`src/hw/rtl/tcc_pkg.sv`:
```
package tcc_pkg;

  // Screen geometry: 64 columns by 64 lines, six bits per coordinate.
  localparam int unsigned CoordBits = 6;
  localparam int unsigned AddrBits  = 2 * CoordBits;
  localparam int unsigned CodeBits  = 8;

  localparam logic [CoordBits-1:0] LastIdx    = 6'd63;
  localparam logic [CoordBits-1:0] ScrollLine = 6'd29;
  localparam logic [CodeBits-1:0]  LineFeed   = 8'd10;

  // Register reset values.
  localparam logic [CodeBits-1:0] EnterCodeReset     = 8'd13;
  localparam logic [CodeBits-1:0] BackspaceCodeReset = 8'd8;

  // APB register map, indexed by the word address.
  localparam int unsigned CfgAddrBits = 3;
  localparam int unsigned CfgDataBits = 32;

  typedef enum logic {
    REG_ENTER_CODE     = 1'b0,
    REG_BACKSPACE_CODE = 1'b1
  } reg_idx_t;

  // Stream payload widths (padded to whole bytes).
  localparam int unsigned InDataBits  = 16;
  localparam int unsigned OutDataBits = 32;

  // Cursor and scroll state.
  typedef struct packed {
    logic [CoordBits-1:0] col;
    logic [CoordBits-1:0] line;
    logic [CoordBits-1:0] offset;
    logic                 scroll_on;
  } cursor_state_t;

  // Programmable control codes.
  typedef struct packed {
    logic [CodeBits-1:0] enter_code;
    logic [CodeBits-1:0] backspace_code;
  } console_cfg_t;

  // One character-memory write request.
  typedef struct packed {
    logic [CoordBits-1:0] scroll_value;
    logic [CodeBits-1:0]  write_data;
    logic [AddrBits-1:0]  write_addr;
    logic                 write_enable;
  } console_result_t;

endpackage

```
`src/hw/rtl/text_console_cursor_scroll.sv`:
```
// An accepted character's result beat is registered. Throughput: one character per cycle
// when not back-pressured; the cursor update is a single pass of short logic into the state
// registers, and the output register frees up in the cycle its beat is taken.
// Reset (rst, synchronous): cursor, scroll offset and scroll enable clear to zero,
// enter_code returns to 13, backspace_code to 8, and the output register empties.
module text_console_cursor_scroll (
  input  logic                                clk,
  input  logic                                rst,
  // Character stream in.
  input  logic                                s_tvalid,
  output logic                                s_tready,
  // [7:0] char_code, [8] allow_back_wrap, [15:9] zero
  input  logic [tcc_pkg::InDataBits-1:0]      s_tdata,
  // Write request stream out.
  output logic                                m_tvalid,
  input  logic                                m_tready,
  // [0] write_enable, [12:1] write_addr, [20:13] write_data, [26:21] scroll_value,
  // [31:27] zero
  output logic [tcc_pkg::OutDataBits-1:0]     m_tdata,
  // APB configuration port.
  input  logic                                psel,
  input  logic                                penable,
  input  logic                                pwrite,
  input  logic [tcc_pkg::CfgAddrBits-1:0]     paddr,
  input  logic [tcc_pkg::CfgDataBits-1:0]     pwdata,
  output logic [tcc_pkg::CfgDataBits-1:0]     prdata,
  output logic                                pready
);
  import tcc_pkg::*;

  cursor_state_t   state;
  cursor_state_t   state_next;
  console_cfg_t    cfg;
  console_result_t step_result;
  console_result_t out_reg;
  logic            out_valid;
  logic            in_beat;
  logic            is_newline;
  reg_idx_t        reg_sel;

  // Configuration registers.
  assign pready  = 1'b1;
  assign reg_sel = reg_idx_t'(paddr[2]);

  always_ff @(posedge clk) begin
    if (rst) begin
      cfg.enter_code     <= EnterCodeReset;
      cfg.backspace_code <= BackspaceCodeReset;
    end else if (psel && penable && pwrite && pready) begin
      unique case (reg_sel)
        REG_ENTER_CODE:     cfg.enter_code     <= pwdata[CodeBits-1:0];
        REG_BACKSPACE_CODE: cfg.backspace_code <= pwdata[CodeBits-1:0];
        default: ;
      endcase
    end
  end

  always_comb begin
    prdata = '0;
    unique case (reg_sel)
      REG_ENTER_CODE:     prdata[CodeBits-1:0] = cfg.enter_code;
      REG_BACKSPACE_CODE: prdata[CodeBits-1:0] = cfg.backspace_code;
      default: ;
    endcase
  end

  // Handshake: take a new beat whenever the output register is empty or being drained.
  assign s_tready = !out_valid || m_tready;
  assign in_beat  = s_tvalid && s_tready;

  tcc_step u_step (
    .state           (state),
    .cfg             (cfg),
    .char_code       (s_tdata[CodeBits-1:0]),
    .allow_back_wrap (s_tdata[CodeBits]),
    .state_next      (state_next),
    .result          (step_result),
    .is_newline      (is_newline)
  );

  // Cursor and scroll state.
  always_ff @(posedge clk) begin
    if (rst) begin
      state <= '0;
    end else if (in_beat) begin
      state <= state_next;
    end
  end

  // Output register.
  always_ff @(posedge clk) begin
    if (rst) begin
      out_valid <= 1'b0;
    end else if (in_beat) begin
      out_valid <= 1'b1;
    end else if (m_tready) begin
      out_valid <= 1'b0;
    end
  end

  always_ff @(posedge clk) begin
    if (in_beat) begin
      out_reg <= step_result;
    end
  end

  assign m_tvalid = out_valid;
  assign m_tdata  = {{(OutDataBits - $bits(console_result_t)){1'b0}}, out_reg};

  // Every accepted character yields a result beat in the next cycle.
  assert property (@(posedge clk) disable iff (rst) in_beat |=> m_tvalid)
    else $error("accepted character produced no result beat");

  // Scrolling never turns off once enabled.
  assert property (@(posedge clk) disable iff (rst) !$fell(state.scroll_on))
    else $error("scroll enable dropped without reset");

  // Cursor state moves only on an accepted character.
  assert property (@(posedge clk) disable iff (rst) !in_beat |=> $stable(state))
    else $error("cursor state changed without an input beat");

  // A newline always returns the cursor to column zero.
  assert property (@(posedge clk) disable iff (rst) (in_beat && is_newline) |=> state.col == '0)
    else $error("newline left the cursor away from column zero");

  // A no-write result carries zero address and data.
  assert property (@(posedge clk) disable iff (rst)
    (m_tvalid && !out_reg.write_enable) |-> (out_reg.write_addr == '0 && out_reg.write_data == '0))
    else $error("newline result carries a nonzero address or data");

endmodule

```
`src/hw/rtl/tcc_step.sv`:
```
module tcc_step (
  input  tcc_pkg::cursor_state_t   state,
  input  tcc_pkg::console_cfg_t    cfg,
  input  logic [7:0]               char_code,
  input  logic                     allow_back_wrap,
  output tcc_pkg::cursor_state_t   state_next,
  output tcc_pkg::console_result_t result,
  output logic                     is_newline
);
  import tcc_pkg::*;

  logic                 is_backspace;
  logic [CoordBits-1:0] adv_offset;
  logic [CoordBits-1:0] line_plus;
  logic [CoordBits-1:0] line_minus;
  cursor_state_t        upd;

  // Classify the code: newline has priority over backspace.
  assign is_newline   = (char_code == cfg.enter_code) || (char_code == LineFeed);
  assign is_backspace = !is_newline && (char_code == cfg.backspace_code);

  assign line_plus  = state.line + 1'b1;
  assign line_minus = state.line - 1'b1;

  // Offset update when the cursor advances a line.
  always_comb begin
    if (state.offset == LastIdx) begin
      adv_offset = '0;
    end else if (state.scroll_on) begin
      adv_offset = state.offset + 1'b1;
    end else begin
      adv_offset = state.offset;
    end
  end

  // Cursor movement and the cell write for this character.
  always_comb begin
    upd = state;
    result = '0;
    if (is_newline) begin
      upd.col    = '0;
      upd.line   = line_plus;
      upd.offset = adv_offset;
    end else if (is_backspace) begin
      if (state.col == '0) begin
        if (allow_back_wrap) begin
          upd.col  = LastIdx;
          upd.line = line_minus;
          if (state.scroll_on) begin
            upd.offset = state.offset - 1'b1;
          end
        end
      end else begin
        upd.col = state.col - 1'b1;
      end
      result.write_enable = 1'b1;
      result.write_addr   = {upd.line, upd.col};
      result.write_data   = '0;
    end else begin
      result.write_enable = 1'b1;
      result.write_addr   = {state.line, state.col};
      result.write_data   = char_code;
      if (state.col == LastIdx) begin
        upd.col    = '0;
        upd.line   = line_plus;
        upd.offset = adv_offset;
      end else begin
        upd.col = state.col + 1'b1;
      end
    end
    // Scrolling latches on once the cursor reaches the trigger line.
    if (upd.line == ScrollLine) begin
      upd.scroll_on = 1'b1;
    end
    result.scroll_value = upd.offset;
  end

  assign state_next = upd;

endmodule
```
`config.mk`:
```
export PLATFORM = sky130hd
export DESIGN_NAME = text_console_cursor_scroll
export DESIGN_NICKNAME = d
export VERILOG_FILES = /design/src/hw/rtl/tcc_pkg.sv /design/src/hw/rtl/text_console_cursor_scroll.sv /design/src/hw/rtl/tcc_step.sv
export SDC_FILE = /design/constraint.sdc
export NUM_CORES = 1
export LEC_CHECK = 0
export BUFFER_PORTS_ARGS = -buffer_cell sky130_fd_sc_hd__buf_2
export CAP_MARGIN = 10
export CORE_MARGIN = 2
export CORE_UTILIZATION = 45
export DETAILED_ROUTE_END_ITERATION = 10
export PLACE_DENSITY = 0.82
export SYNTH_ARGS = -nofsm -noshare
export SYNTH_HDL_FRONTEND = slang
export SYNTH_SLANG_ARGS = --single-unit
```
`constraint.sdc`:
```
create_clock -name clk -period 2.47 [get_ports clk]
set_input_delay 0.3705 -clock clk [delete_from_list [all_inputs] [get_ports clk]]
set_output_delay 0.3705 -clock clk [all_outputs]
set_load 0.02 [all_outputs]
```
Word level (Yosys, flattened, before mapping)
Cells that the tools add are included.
{ "op_classes": {"n_addsub": 6, "n_eq_ne": 6, "mux": 14, "bitwise_logic": 1, "n_reduce_logical": 14} }
{ "ops": {"columns": ["operator", "count"], "rows": [
  ["18-bit two-way mux", 3],
  ["6-bit two-way mux", 5],
  ["12-bit two-way mux", 2],
  ["6-bit by 1-bit adder with 6-bit output, second input constant", 3],
  ["6-bit by 1-bit subtractor with 6-bit output, second input constant", 3],
  ["8-bit equality test", 2],
  ["8-bit one-hot mux with 2 select lines", 1],
  ["13-bit two-way mux", 1],
  ["6-bit equality test, second input constant", 2],
  ["8-bit by 4-bit equality test with 1-bit output, second input constant", 1],
  ["6-bit by 5-bit equality test with 1-bit output, second input constant", 1],
  ["6-bit zero test", 1],
  ["2-bit AND reduction", 3],
  ["1-bit logical AND", 4],
  ["1-bit zero test", 2],
  ["1-bit logical OR", 2],
  ["1-bit two-way mux", 2],
  ["2-bit nonzero test", 1],
  ["2-bit OR reduction", 1],
  ["1-bit NOT", 1]
]} }
{ "totals": {"regBits": 63, "out_inout_bits": 67, "wordCells": 52} }

Longest topological paths before layout
Gate-level depths: netlist of the first run.
{ "depth": {"depth_word": 8, "depth_mapped": 11, "depth_no_buf": 9} }

Modules after synthesis
A second synthesis of the first run with hierarchy kept.
{ "unflattened": {"hier_cells": 469, "hier_area_um2": 4200.3} }
{ "modules_own_cells": {"columns": ["module", "instances", "cells_per_inst", "area_each_um2"], "rows": [
  ["text_console_cursor_scroll", 1, 226, 2633.8],
  ["tcc_step", 1, 243, 1566.5]
]} }

Worst setup path before layout of the first run
OpenSTA, ideal clock, no wires.
{ "synth_timing": {"path_kind": "register -> register", "start": "register state[13] (netlist name)", "end": "register state[6] (netlist name)", "arrival_ns": 2.255, "required_ns": 2.355, "path_slack_ns": 0.100, "path_stages_with_launch": 11, "n_path_buf": 1, "period_less_slack_ns": 2.370, "cell_sequence": "dfxtp_1 -> clkbuf_1 -> inv_1 -> ha_1 -> and3b_1 -> nand3_2 -> or4_4 -> o41ai_2 -> o311ai_1 -> o21a_2 -> o21a_1"} }

==> results by group, run 1 <==
Worst setup path
  • Critical-path cell list: inv_1 -> ha_2 -> and3b_2 -> nand3_2 -> or4_4 -> o41ai_2 -> o311ai_1 -> o21a_2 -> o21a_1
  • CP endpoint kind: flip-flop
  • Worst path required time: 2.71 ns
  • R2R Path Start: state[14]$_SDFFE_PP0P_
  • Crit Path Category: flip-flop to flip-flop
  • FF-to-FF End: state[6]$_SDFFE_PP0P_
  • Worst Reg-to-Reg Cells: 9
  • Slowest-stage cell, CP: or4_4
  • Crit path max fanout: 5
  • CP Launch Type: flip-flop
  • CP Data Arrival Time: ~2.6 ns
  • R2R setup slack: a little over 0.09 ns
  • Critical path's largest stage delay: 0.45 ns

Global route
  • Met2 GRT Util: 0.343
  • Global routing's busiest layer: met2
  • Grt ovf: 0
  • Grt met1 use: 0.227
  • Initial antenna violation count: 0
  • GRT Total Usage: 0.197
  • Vias in the first global route: between 3k and 4k
  • Met3 GRT Util: 0.0583
  • Largest net degree at the start of global routing: 24
  • First-pass GRT wire length: around 15 mm

Yosys
  • Yosys cell types: 68
  • Synth Area in Adders: 0.0223
  • Synthesized flop and latch total: between 60 and 70
  • Ys Warns: 0
  • Multiplexer area fraction after synthesis: 0.0487
  • Post-synthesis xor/xnor area fraction: 0.0668
  • Post-Synth Simple-Gate Area: 0.206
  • Netlist Area Pre-Place: 3930 µm²
  • Largest family of logic cells by synthesized area: simple AND/OR/NAND/NOR gates
  • Mapped Cells: about 440
  • Top post-synthesis cells by area: edfxtp_1 (21%), dfxtp_1 (18%), buf_4 (5.7%)
  • Post-synth top area share: 0.206
  • Sequential-to-total area share from yosys stat: 0.389
  • Post-synth ARST share: 0
  • Syn_area_per_cell: between 8 and 9 µm²
  • Post-synth EDFFs: 27
  • Post-synth top area cell: edfxtp_1
  • Top post-synthesis cells by count: nand2_1 (50), nor2_1 (39), dfxtp_1 (36)
  • Compound-Gate Fraction of Synth Area: 0.169
  • Prevailing post-synth register cell: dfxtp_1
  • Cell with the most instances after synthesis: nand2_1

Job
  • Number of max-cap violations: 0

Die
  • Row count: 34
  • Num ports: roughly 130
  • Die Span X: between 90 and 100 µm
  • Die Area: 9510 µm²
  • Initial cell density of the core: 0.458
  • Core Box Area: between 8000 and 9000 µm²
  • Die H: about 97 µm

Layout
  • Fillers: between 700 and 800
  • Area Growth Syn to Fin: 16.2%
  • Fin util: 0.532
  • Layout cell share with drive strength beyond 1: 0.254
  • Ant diodes: 0
  • Final net count: 580

STA
  • Fin crit share: 0.962
  • Final Max Tran Viols: 0
  • # setup viols final: 0
  • Max transition margin: 0.652
  • Max Freq: approximately 0.42 GHz
  • Fin Hold WS: approximately 0.25 ns
  • Final worst slack: ~0.093 ns
  • Unrepaired setup endpoints after global routing: false
  • Final Hold Vio Count: 0
  • Tmin final: 2.38 ns
  • Setup_tns: 0 ns
  • Worst Clk Skew: a little over 0.01 ns
  • Measured slew at the worst slew-check pin: about 0.52 ns

CTS
  • Clk Latency, worst-skew pair: between 0.3 and 0.4 ns
  • CTS tree: yes
  • Post-CTS setup buffers: 0
  • CTS root buffer: clkbuf_8
  • Post-CTS Hold Buffers: 0
  • CTS buffer count: 9
  • Quantity of gates resized following cts: 0
  • Clock Pin Slew Worst Setup and Hold Paths: ~0.080 ns
  • Clock tree buffer depth: 2
  • CTS Sinks: 63
  • H-tree depth: 3

Drt
  • Starting DRT DRC Count: 229
  • Routed wire per std cell: about 15 µm
  • Detailed-router iteration count before antenna repair: 4
  • Number of vias per cell: around 5.5
  • Antenna Violating Nets Remaining: 0
  • DRC Markers: 0
  • Routed WL: a little over 9 mm
  • Vias: 3473

Power and ir drop
  • Final Power: around 2.5 mW
  • Max VDD drop: ~0.30 mV
  • PwrDens: between 500 and 600 nW/µm²
  • Leak Pwr: around 1.9 nW

Status
  • Status: complete, no violations

Place
  • DP HPWL: between 6 and 7 mm
  • PortBufs: 61
  • GP Congestion: 0.945
  • Pre-CTS setup slack: 0.0425 ns

Worst hold path
  • Hold_sp: pwdata[0]
  • Min-Delay Endpoint: cfg[8]$_SDFFE_PP1P_
  • Worst hold stages: 3
  • Worst hold path type: primary input to flip-flop
-- kinds of logic after synthesis --
family                   count (synthesis)
AO/OA/AOI/OAI                           95
XOR/XNOR                                30
adder cells (fa/ha/maj)                  7
buffers and inverters                   68
flip-flops                              63
multiplexers                            18
other                                    2
AND/OR/NAND/NOR                        160
-- power by group --
| group | switching, mW | total (mW) | internal, mW | leakage (nW) |
|---|---|---|---|---|
| clock | 0.434 | 1.00 | 0.570 | 0.110 |
| sequential | 0.0263 | 1.16 | 1.13 | 0.559 |
| combinational | 0.246 | 0.380 | 0.134 | 1.20 |
| total | 0.706 | 2.54 | 1.83 | 1.87 |
-- cell usage in the layout, fill, tap and decap left out, types with 4 or more instances in the layout --
master    synthesis  layout
xor2_1            5       5
nor3_1            7       7
or3_1             4       4
o211ai_1          4       4
a22oi_1           5       5
nor4_1            5       5
o21a_1            4       4
mux2_2            8       8
nand2_1          50      50
dfxtp_1          36      36
and3_1           11      11
conb_1            2      30
a21oi_1          31      30
nand4_1           8       8
o21ai_0          15      15
ha_1              7       5
xnor2_1          25      25
mux2i_1           9       9
nor2_1           39      39
edfxtp_1         27      27
buf_4            30      24
clkbuf_8          0       9
buf_2             4      61
o211a_1           6       6
nand3_1          14      14
inv_1            13      13
-- area by class of cell --
cell class	instances	area, µm²	area share
inverters	16	60.1	0.0131
multi-input cells	340	2140	0.468
clock inverters	7	96.3	0.0211
clock buffers	9	124	0.0271
well taps	108	135	0.0296
repair buffers	85	485	0.106
flip-flops and latches	63	1530	0.335
-- worst max-delay path, delay by kind of cell (launching register included) --
family | cells | cell delay (ns)
AO/OA/AOI/OAI | 4 | 0.78
adder cells (fa/ha/maj) | 1 | 0.22
buffers and inverters | 1 | 0.11
AND/OR/NAND/NOR | 3 | 0.83
flip-flops | 1 | 0.33
-- per-stage QoR --
stage / instance area, µm² / instances
3_5_place_dp: 4340 / 612
6_report: 4570 / 628
4_1_cts: 4560 / 628
5_1_grt: 4570 / 628
3_3_place_gp: 4340 / 612
2_1_floorplan: 4040 / 471
-- how the worst max path moves through the flow --
stage / startpoint / end / slack, ns / cells past startpoint
2_1_floorplan: state[13]$_SDFFE_PP0P_ / state[6]$_SDFFE_PP0P_ / 0.10 / 10
3_3_place_gp: s_tdata[2] / m_tdata[25]$_DFFE_PP_ / 0.11 / 6
3_5_place_dp: s_tdata[3] / state[0]$_SDFFE_PP0P_ / 0.04 / 9
4_1_cts: state[13]$_SDFFE_PP0P_ / state[6]$_SDFFE_PP0P_ / 0.08 / 9
5_1_grt: state[14]$_SDFFE_PP0P_ / state[6]$_SDFFE_PP0P_ / 0.004 / 9
6_report: state[14]$_SDFFE_PP0P_ / state[6]$_SDFFE_PP0P_ / 0.09 / 9
-- routing by layer --
layer / wire length, µm / vias to the layer above
met2: 4670 / 149
met5: 0 / -
met4: 184 / 0
met1: 3660 / 1618
met3: 716 / 20
li1: - / 1686
-- registers in the layout (all words and copies together) (netlist names) --
| signal | cells |
|---|---|
| cfg | 16 |
| m_tdata | 27 |
| state | 19 |
| m_tvalid | 1 |
Power figures use the tool's default switching activity.
==> run 2, diff against run 1 <==
CORE_MARGIN = default   (was 2)
==> run 2 against run 1 <==
Net effect:
- critical endpoint unchanged
- die area fell by 4.1%
- combinational power barely moved
- clock power fell by 22%
- worst hold slack improved by 0.014 ns
- fmax rose by 1.8%
- non-clock buffer count fell by 1
- clock skew barely moved
- global-route usage rose by 2.0 points
- via count barely moved
- cell count fell by 0.64%
- count of clock-buffer cells in the layout rose by 2
- critical path depth did not move
==> results by group, run 2 (synthesis gave the netlist of run 1 again) <==
Global route
  • Grt ovf: 0
  • GRT Total Usage: 0.218
  • First-pass GRT wire length: around 15 mm
  • Initial antenna violation count: 0
  • Largest net degree at the start of global routing: 29
  • Vias in the first global route: ~3.2k

CTS
  • CTS tree: yes
  • Clock tree buffer depth: 2
  • Clk Latency, worst-skew pair: around 0.35 ns
  • CTS root buffer: clkbuf_8
  • CTS buffer count: 9
  • Clock Pin Slew Worst Setup and Hold Paths: about 0.070 ns
  • H-tree depth: 3
  • CTS Sinks: 63
  • Post-CTS setup buffers: 0

Worst setup path
  • FF-to-FF End: state[6]$_SDFFE_PP0P_
  • Critical-path cell list: inv_1 -> ha_4 -> and3b_2 -> nand3_2 -> or4_4 -> o41ai_2 -> o311ai_1 -> o21a_2 -> o21a_1
  • CP Launch Type: flip-flop
  • CP Data Arrival Time: 2.58 ns
  • CP endpoint kind: flip-flop
  • Worst Reg-to-Reg Cells: 9
  • Worst path required time: between 2 and 3 ns
  • Crit path max fanout: 5
  • R2R Path Start: state[13]$_SDFFE_PP0P_
  • Slowest-stage cell, CP: or4_4
  • R2R setup slack: between 0.1 and 0.15 ns
  • Crit Path Category: flip-flop to flip-flop
  • Critical path's largest stage delay: approximately 0.45 ns

Job
  • Number of max-cap violations: 0

STA
  • Setup_tns: 0 ns
  • Measured slew at the worst slew-check pin: 0.593 ns
  • Tmin final: ~2.3 ns
  • Max transition margin: 0.602
  • Final Hold Vio Count: 0
  • Final Max Tran Viols: 0
  • Fin Hold WS: about 0.26 ns
  • # setup viols final: 0
  • Unrepaired setup endpoints after global routing: false
  • Fin crit share: 0.945
  • Max Freq: approximately 0.43 GHz
  • Worst Clk Skew: 0.0106 ns

Power and ir drop
  • Leak Pwr: about 1.8 nW
  • PwrDens: approximately 510 nW/µm²
  • Max VDD drop: ~0.27 mV

Die
  • Die Span X: around 95 µm
  • Row count: 33
  • Num ports: around 130
  • Die H: ~95 µm
  • Initial cell density of the core: 0.472
  • Core Box Area: 8340 µm²
  • Die Area: 9120 µm²

Place
  • DP HPWL: roughly 7.0 mm
  • GP Congestion: between 0.9 and 1
  • PortBufs: 61
  • Placed cell area: around 4300 µm²

Worst hold path
  • Min-Delay Endpoint: cfg[8]$_SDFFE_PP1P_
  • Hold_sp: pwdata[0]
  • Worst hold stages: 3
  • Worst hold path type: primary input to flip-flop

Layout
  • Area Growth Syn to Fin: 14.8%
  • Fillers: slightly below 800
  • Commonest non-fill, non-tap cell in the layout: buf_2
  • Final net count: roughly 580
  • Layout cell share with drive strength beyond 1: 0.245
  • Cell area after layout: between 4000 and 5000 µm²
  • Max reg flops: 27
  • Commonest cells after routing, fill and taps aside: buf_2 (61), nand2_1 (50), nor2_1 (39)
  • Ant diodes: 0

Drt
  • Antenna Violating Nets Remaining: 0
  • Routed wire per std cell: between 15 and 20 µm
  • Vias: about 3.5k
  • Detailed-router iteration count before antenna repair: 6
  • Routed WL: 9.55 mm
  • Starting DRT DRC Count: 246
  • DRC Markers: 0
  • Number of vias per cell: roughly 5.6

Status
  • Status: complete, no violations
[run 2: changes by cell type in the layout (fill, tap and decap cells not counted), moves of 2 or more]
cell | before | now
and4_1 | 1 | 3
and4_2 | 3 | 1
buf_4 | 24 | 22
bufinv_16 | 2 | 0
clkbuf_1 | 0 | 2
[run 2: through the flow]
stage	util	setup WS [ns]	std cells	power (mW)
after global routing	0.541	0.0256	624	2.42
after detailed placement	0.519	0.0321	608	1.55
after floorplan	-	0.100	471	1.47
final	0.541	0.135	624	2.32
after CTS	0.539	0.0385	624	2.33
after global placement	0.519	0.172	608	1.54
[run 2: worst max path at each step]
stage                            from               endpoint  slack [ns]  depth (start not counted)
2_1_floorplan  state[13]$_SDFFE_PP0P_  state[6]$_SDFFE_PP0P_        0.10                         10
3_3_place_gp   state[13]$_SDFFE_PP0P_  state[6]$_SDFFE_PP0P_        0.17                          9
3_5_place_dp   state[13]$_SDFFE_PP0P_  state[6]$_SDFFE_PP0P_        0.03                          9
4_1_cts        state[13]$_SDFFE_PP0P_  state[6]$_SDFFE_PP0P_        0.04                          9
5_1_grt        state[13]$_SDFFE_PP0P_  state[6]$_SDFFE_PP0P_        0.03                          9
6_report       state[13]$_SDFFE_PP0P_  state[6]$_SDFFE_PP0P_        0.14                          9
[run 2: critical path, delay by kind of cell, from the launching register on]
| family | cells | cell delay (ns) |
|---|---|---|
| flip-flops | 1 | 0.32 |
| adder cells (fa/ha/maj) | 1 | 0.19 |
| buffers and inverters | 1 | 0.16 |
| AND/OR/NAND/NOR | 3 | 0.82 |
| AO/OA/AOI/OAI | 4 | 0.73 |
[run 2: layer usage]
metal	part of all wire	vias up	track usage
met5	0	-	0
met1	0.41	1603	0.268
met3	0.076	21	0.0455
met2	0.49	178	0.361
li1	-	1672	-
met4	0.022	0	0.107
[run 2: what timing repair did]
action | 4_1_cts | 5_1_grt
gates resized for setup | 0 | 7
hold buffers | 0 | 0
hold endpoints to repair | 0 | 0
setup endpoints to repair | 0 | 4
[run 2: area by class of cell]
class | count | area [µm²] | area share
multi-input combinational | 340 | 2140 | 0.475
sequential | 63 | 1530 | 0.339
timing repair buffer | 84 | 482 | 0.107
clock buffer | 11 | 131 | 0.0291
tap | 105 | 131 | 0.0291
inverter | 16 | 60.1 | 0.0133
clock inverter | 5 | 35.0 | 0.00776
[run 2: power by group]
group | internal (mW) | switching, mW | total, mW
logic | 0.133 | 0.249 | 0.381
registers | 1.13 | 0.0273 | 1.16
clock network | 0.364 | 0.418 | 0.782
==> run 3, diff against run 2 <==
PLACE_DENSITY = 0.81   (was 0.82)
SYNTH_HIERARCHICAL = 1   (was default)
==> run 3 against run 2 <==
Net effect:
- sequential share of layout area fell by 2.5 points
- synthesized cell count rose by 5.9%
- global-route usage decreased by 2.2 points
==> results by group, run 3 <==
Place
  • PortBufs: 61
  • DP HPWL: between 6 and 7 mm
  • GP Congestion: roughly 0.9

Worst setup path
  • CP Data Arrival Time: between 2 and 3 ns
  • CP endpoint kind: flip-flop
  • Worst path required time: approximately 2.7 ns
  • Crit path max fanout: 5
  • Critical-path cell list: ha_1 -> and3_2 -> and3_4 -> o21ai_1 -> nand2_2 -> or3_1 -> and3b_1 -> a31o_1 -> nand3_1 -> a21oi_1
  • Crit Path Category: flip-flop to flip-flop
  • Slowest-stage cell, CP: dfxtp_4
  • CP Launch Type: flip-flop
  • Critical path's largest stage delay: roughly 0.37 ns

STA
  • Final Hold Vio Count: 0
  • Tmin final: between 2 and 2.5 ns
  • Max transition margin: 0.470
  • Fin crit share: 0.956
  • Worst Clk Skew: between 0.01 and 0.015 ns
  • Fin Hold WS: between 0.2 and 0.3 ns
  • # setup viols final: 0
  • Measured slew at the worst slew-check pin: 0.796 ns
  • Final Max Tran Viols: 0
  • Max Freq: around 0.42 GHz

Layout
  • Layout cell share with drive strength beyond 1: 0.288
  • Ant diodes: 0
  • Fin util: 0.550
  • Commonest non-fill, non-tap cell in the layout: buf_2
  • Final net count: between 600 and 700
  • Area Growth Syn to Fin: 16.4%
  • Fillers: about 770
  • Max reg flops: 27
  • Commonest cells after routing, fill and taps aside: buf_2 (61), a21oi_1 (40), buf_4 (38)

Drt
  • Routed wire per std cell: roughly 15 µm
  • Starting DRT DRC Count: 280
  • Routed WL: between 9 and 10 mm
  • Vias: roughly 3.7k
  • Detailed-router iteration count before antenna repair: 5
  • Antenna Violating Nets Remaining: 0
  • Number of vias per cell: 5.62
  • DRC Markers: 0

Global route
  • First-pass GRT wire length: 15.3 mm
  • Initial antenna violation count: 0
  • Grt ovf: 0
  • GRT Total Usage: 0.195
  • Largest net degree at the start of global routing: 42
  • Vias in the first global route: around 3.2k

Yosys
  • Post-synth ARST share: 0
  • Sequential-to-total area share from yosys stat: 0.365
  • Syn_area_per_cell: between 8 and 9 µm²
  • Synthesized flop and latch total: 63
  • Post-synth top area share: 0.193
  • Mapped Cells: around 470
  • Post-synth top area cell: edfxtp_1
  • Top post-synthesis cells by area: edfxtp_1 (19%), dfxtp_1 (17%), buf_4 (6.4%)
  • Ys Warns: 6
  • Yosys cell types: 63
  • Cell with the most instances after synthesis: a21oi_1
  • Top post-synthesis cells by count: a21oi_1 (40), buf_4 (36), dfxtp_1 (36), nor2_1 (36), nand2_1 (33)
  • Netlist Area Pre-Place: around 4200 µm²
  • Post-synth EDFFs: 27
  • Prevailing post-synth register cell: dfxtp_1

Power and ir drop
  • Clock Power Share: 0.393
  • P_sw: between 0.6 and 0.7 mW
  • Seq pwr share: 0.464
  • PwrDens: roughly 500 nW/µm²
  • Max VDD drop: 0.253 mV
  • Pint: between 1.5 and 2 mW
  • Leak Pwr: approximately 2.0 nW
  • Logic pwr share: 0.142
  • Sw Ratio: 0.266

Die
  • Die Area: 9720 µm²
  • Die Span X: 98.6 µm
  • Initial cell density of the core: 0.472
  • Core Box Area: between 8000 and 9000 µm²
  • Die H: 98.6 µm
  • Row count: 34
  • Num ports: approximately 130

CTS
  • CTS buffer count: 9
  • CTS Sinks: 63
  • Clk Latency, worst-skew pair: 0.34 ns
  • Clock Pin Slew Worst Setup and Hold Paths: ~0.07 ns
  • Clock tree buffer depth: 2
  • CTS tree: yes
  • H-tree depth: 3
  • Post-CTS Hold Buffers: 0
  • CTS root buffer: clkbuf_8

Job
  • Number of max-cap violations: 0

Status
  • Status: complete, no violations

Worst hold path
  • Worst hold path type: primary input to flip-flop
run 3: changes by cell type after synthesis, sizes merged, moves of 4 or more:
cell	previous run	this run
o211a	6	1
nand3	15	31
xor2	5	10
o21a	5	1
nor3	10	20
a21oi	31	45
xnor2	25	17
nand2	51	34
mux2i	9	5
buf	38	52
a21bo	0	19
a22oi	5	1
run 3: path summary, 6_finish.rpt:
check	startpoint	endpoint	slack, ns	depth (start not counted)
setup / recovery	state[13]$_SDFFE_PP0P_	state[0]$_SDFFE_PP0P_	0.11	10
hold / removal	pwdata[1]	cfg[1]$_SDFFE_PP0P_	0.27	3
hold reg to reg	cfg[5]$_SDFFE_PP0P_	cfg[5]$_SDFFE_PP0P_	0.48	2
setup reg to reg	state[13]$_SDFFE_PP0P_	state[0]$_SDFFE_PP0P_	0.11	10
run 3: what timing repair did:
item | in CTS | in global routing
endpoints found under the setup margin | 0 | 4
gates resized for setup | 0 | 19
setup buffers | 0 | 1
run 3: power by group through the flow:
stage / sequential, mW / combinational, mW / clock [mW]
CTS: 1.14 / 0.336 / 0.976
global placement: 1.16 / 0.327 / 0
global route: 1.14 / 0.377 / 1.02
floorplan: 1.19 / 0.240 / 0
finish: 1.14 / 0.349 / 0.963
detailed placement: 1.16 / 0.334 / 0
run 3: kinds of logic (layout without fill, tap and decap cells):
kind of cell / Yosys count / in the layout / synth area share
XOR/XNOR: 27 / 27 / 0.0563
other: 2 / 30 / 0.00179
buffers and inverters: 78 / 130 / 0.116
AO/OA/AOI/OAI: 111 / 111 / 0.184
multiplexers: 13 / 13 / 0.0334
flip-flops: 63 / 63 / 0.365
adder cells (fa/ha/maj): 7 / 7 / 0.0209
AND/OR/NAND/NOR: 168 / 168 / 0.223
run 3: final cells by class:
cell class,count,area [µm²],area share
Multi-Input combinational cell,356,2330,0.476
Sequential cell,63,1540,0.315
Timing Repair Buffer,100,611,0.125
Tap cell,108,135,0.0276
Clock buffer,10,128,0.0261
Clock inverter,6,85.1,0.0174
Inverter,14,62.6,0.0128
run 3: through the flow:
stage	setup slack [ns]	power, mW	TNS, ns	instances	instance area [µm²]
floorplan	0.239	1.43	0	497	4310
global placement	0.0232	1.48	0	640	4610
detailed placement	-0.0174	1.49	-0.0174	640	4610
CTS	0.0323	2.45	0	656	4830
global route	-0.0112	2.54	-0.0112	657	4890
finish	0.109	2.45	0	657	4890
run 3: routing by layer:
layer / GRT usage / vias up / routed length, µm
li1: - / 1782 / -
met1: 0.250 / 1710 / 4120
met2: 0.325 / 179 / 4680
met3: 0.0418 / 20 / 584
met4: 0.0723 / 0 / 157
met5: 0 / - / 0
run 3: worst max-delay path: cells and delay by family (launching register included):
family / cells / cell delay [ns]
AOI/OAI and AO/OA: 3 / 0.44
DFF: 1 / 0.37
adders and majority gates: 1 / 0.21
and+or+nand+nor: 6 / 1.17
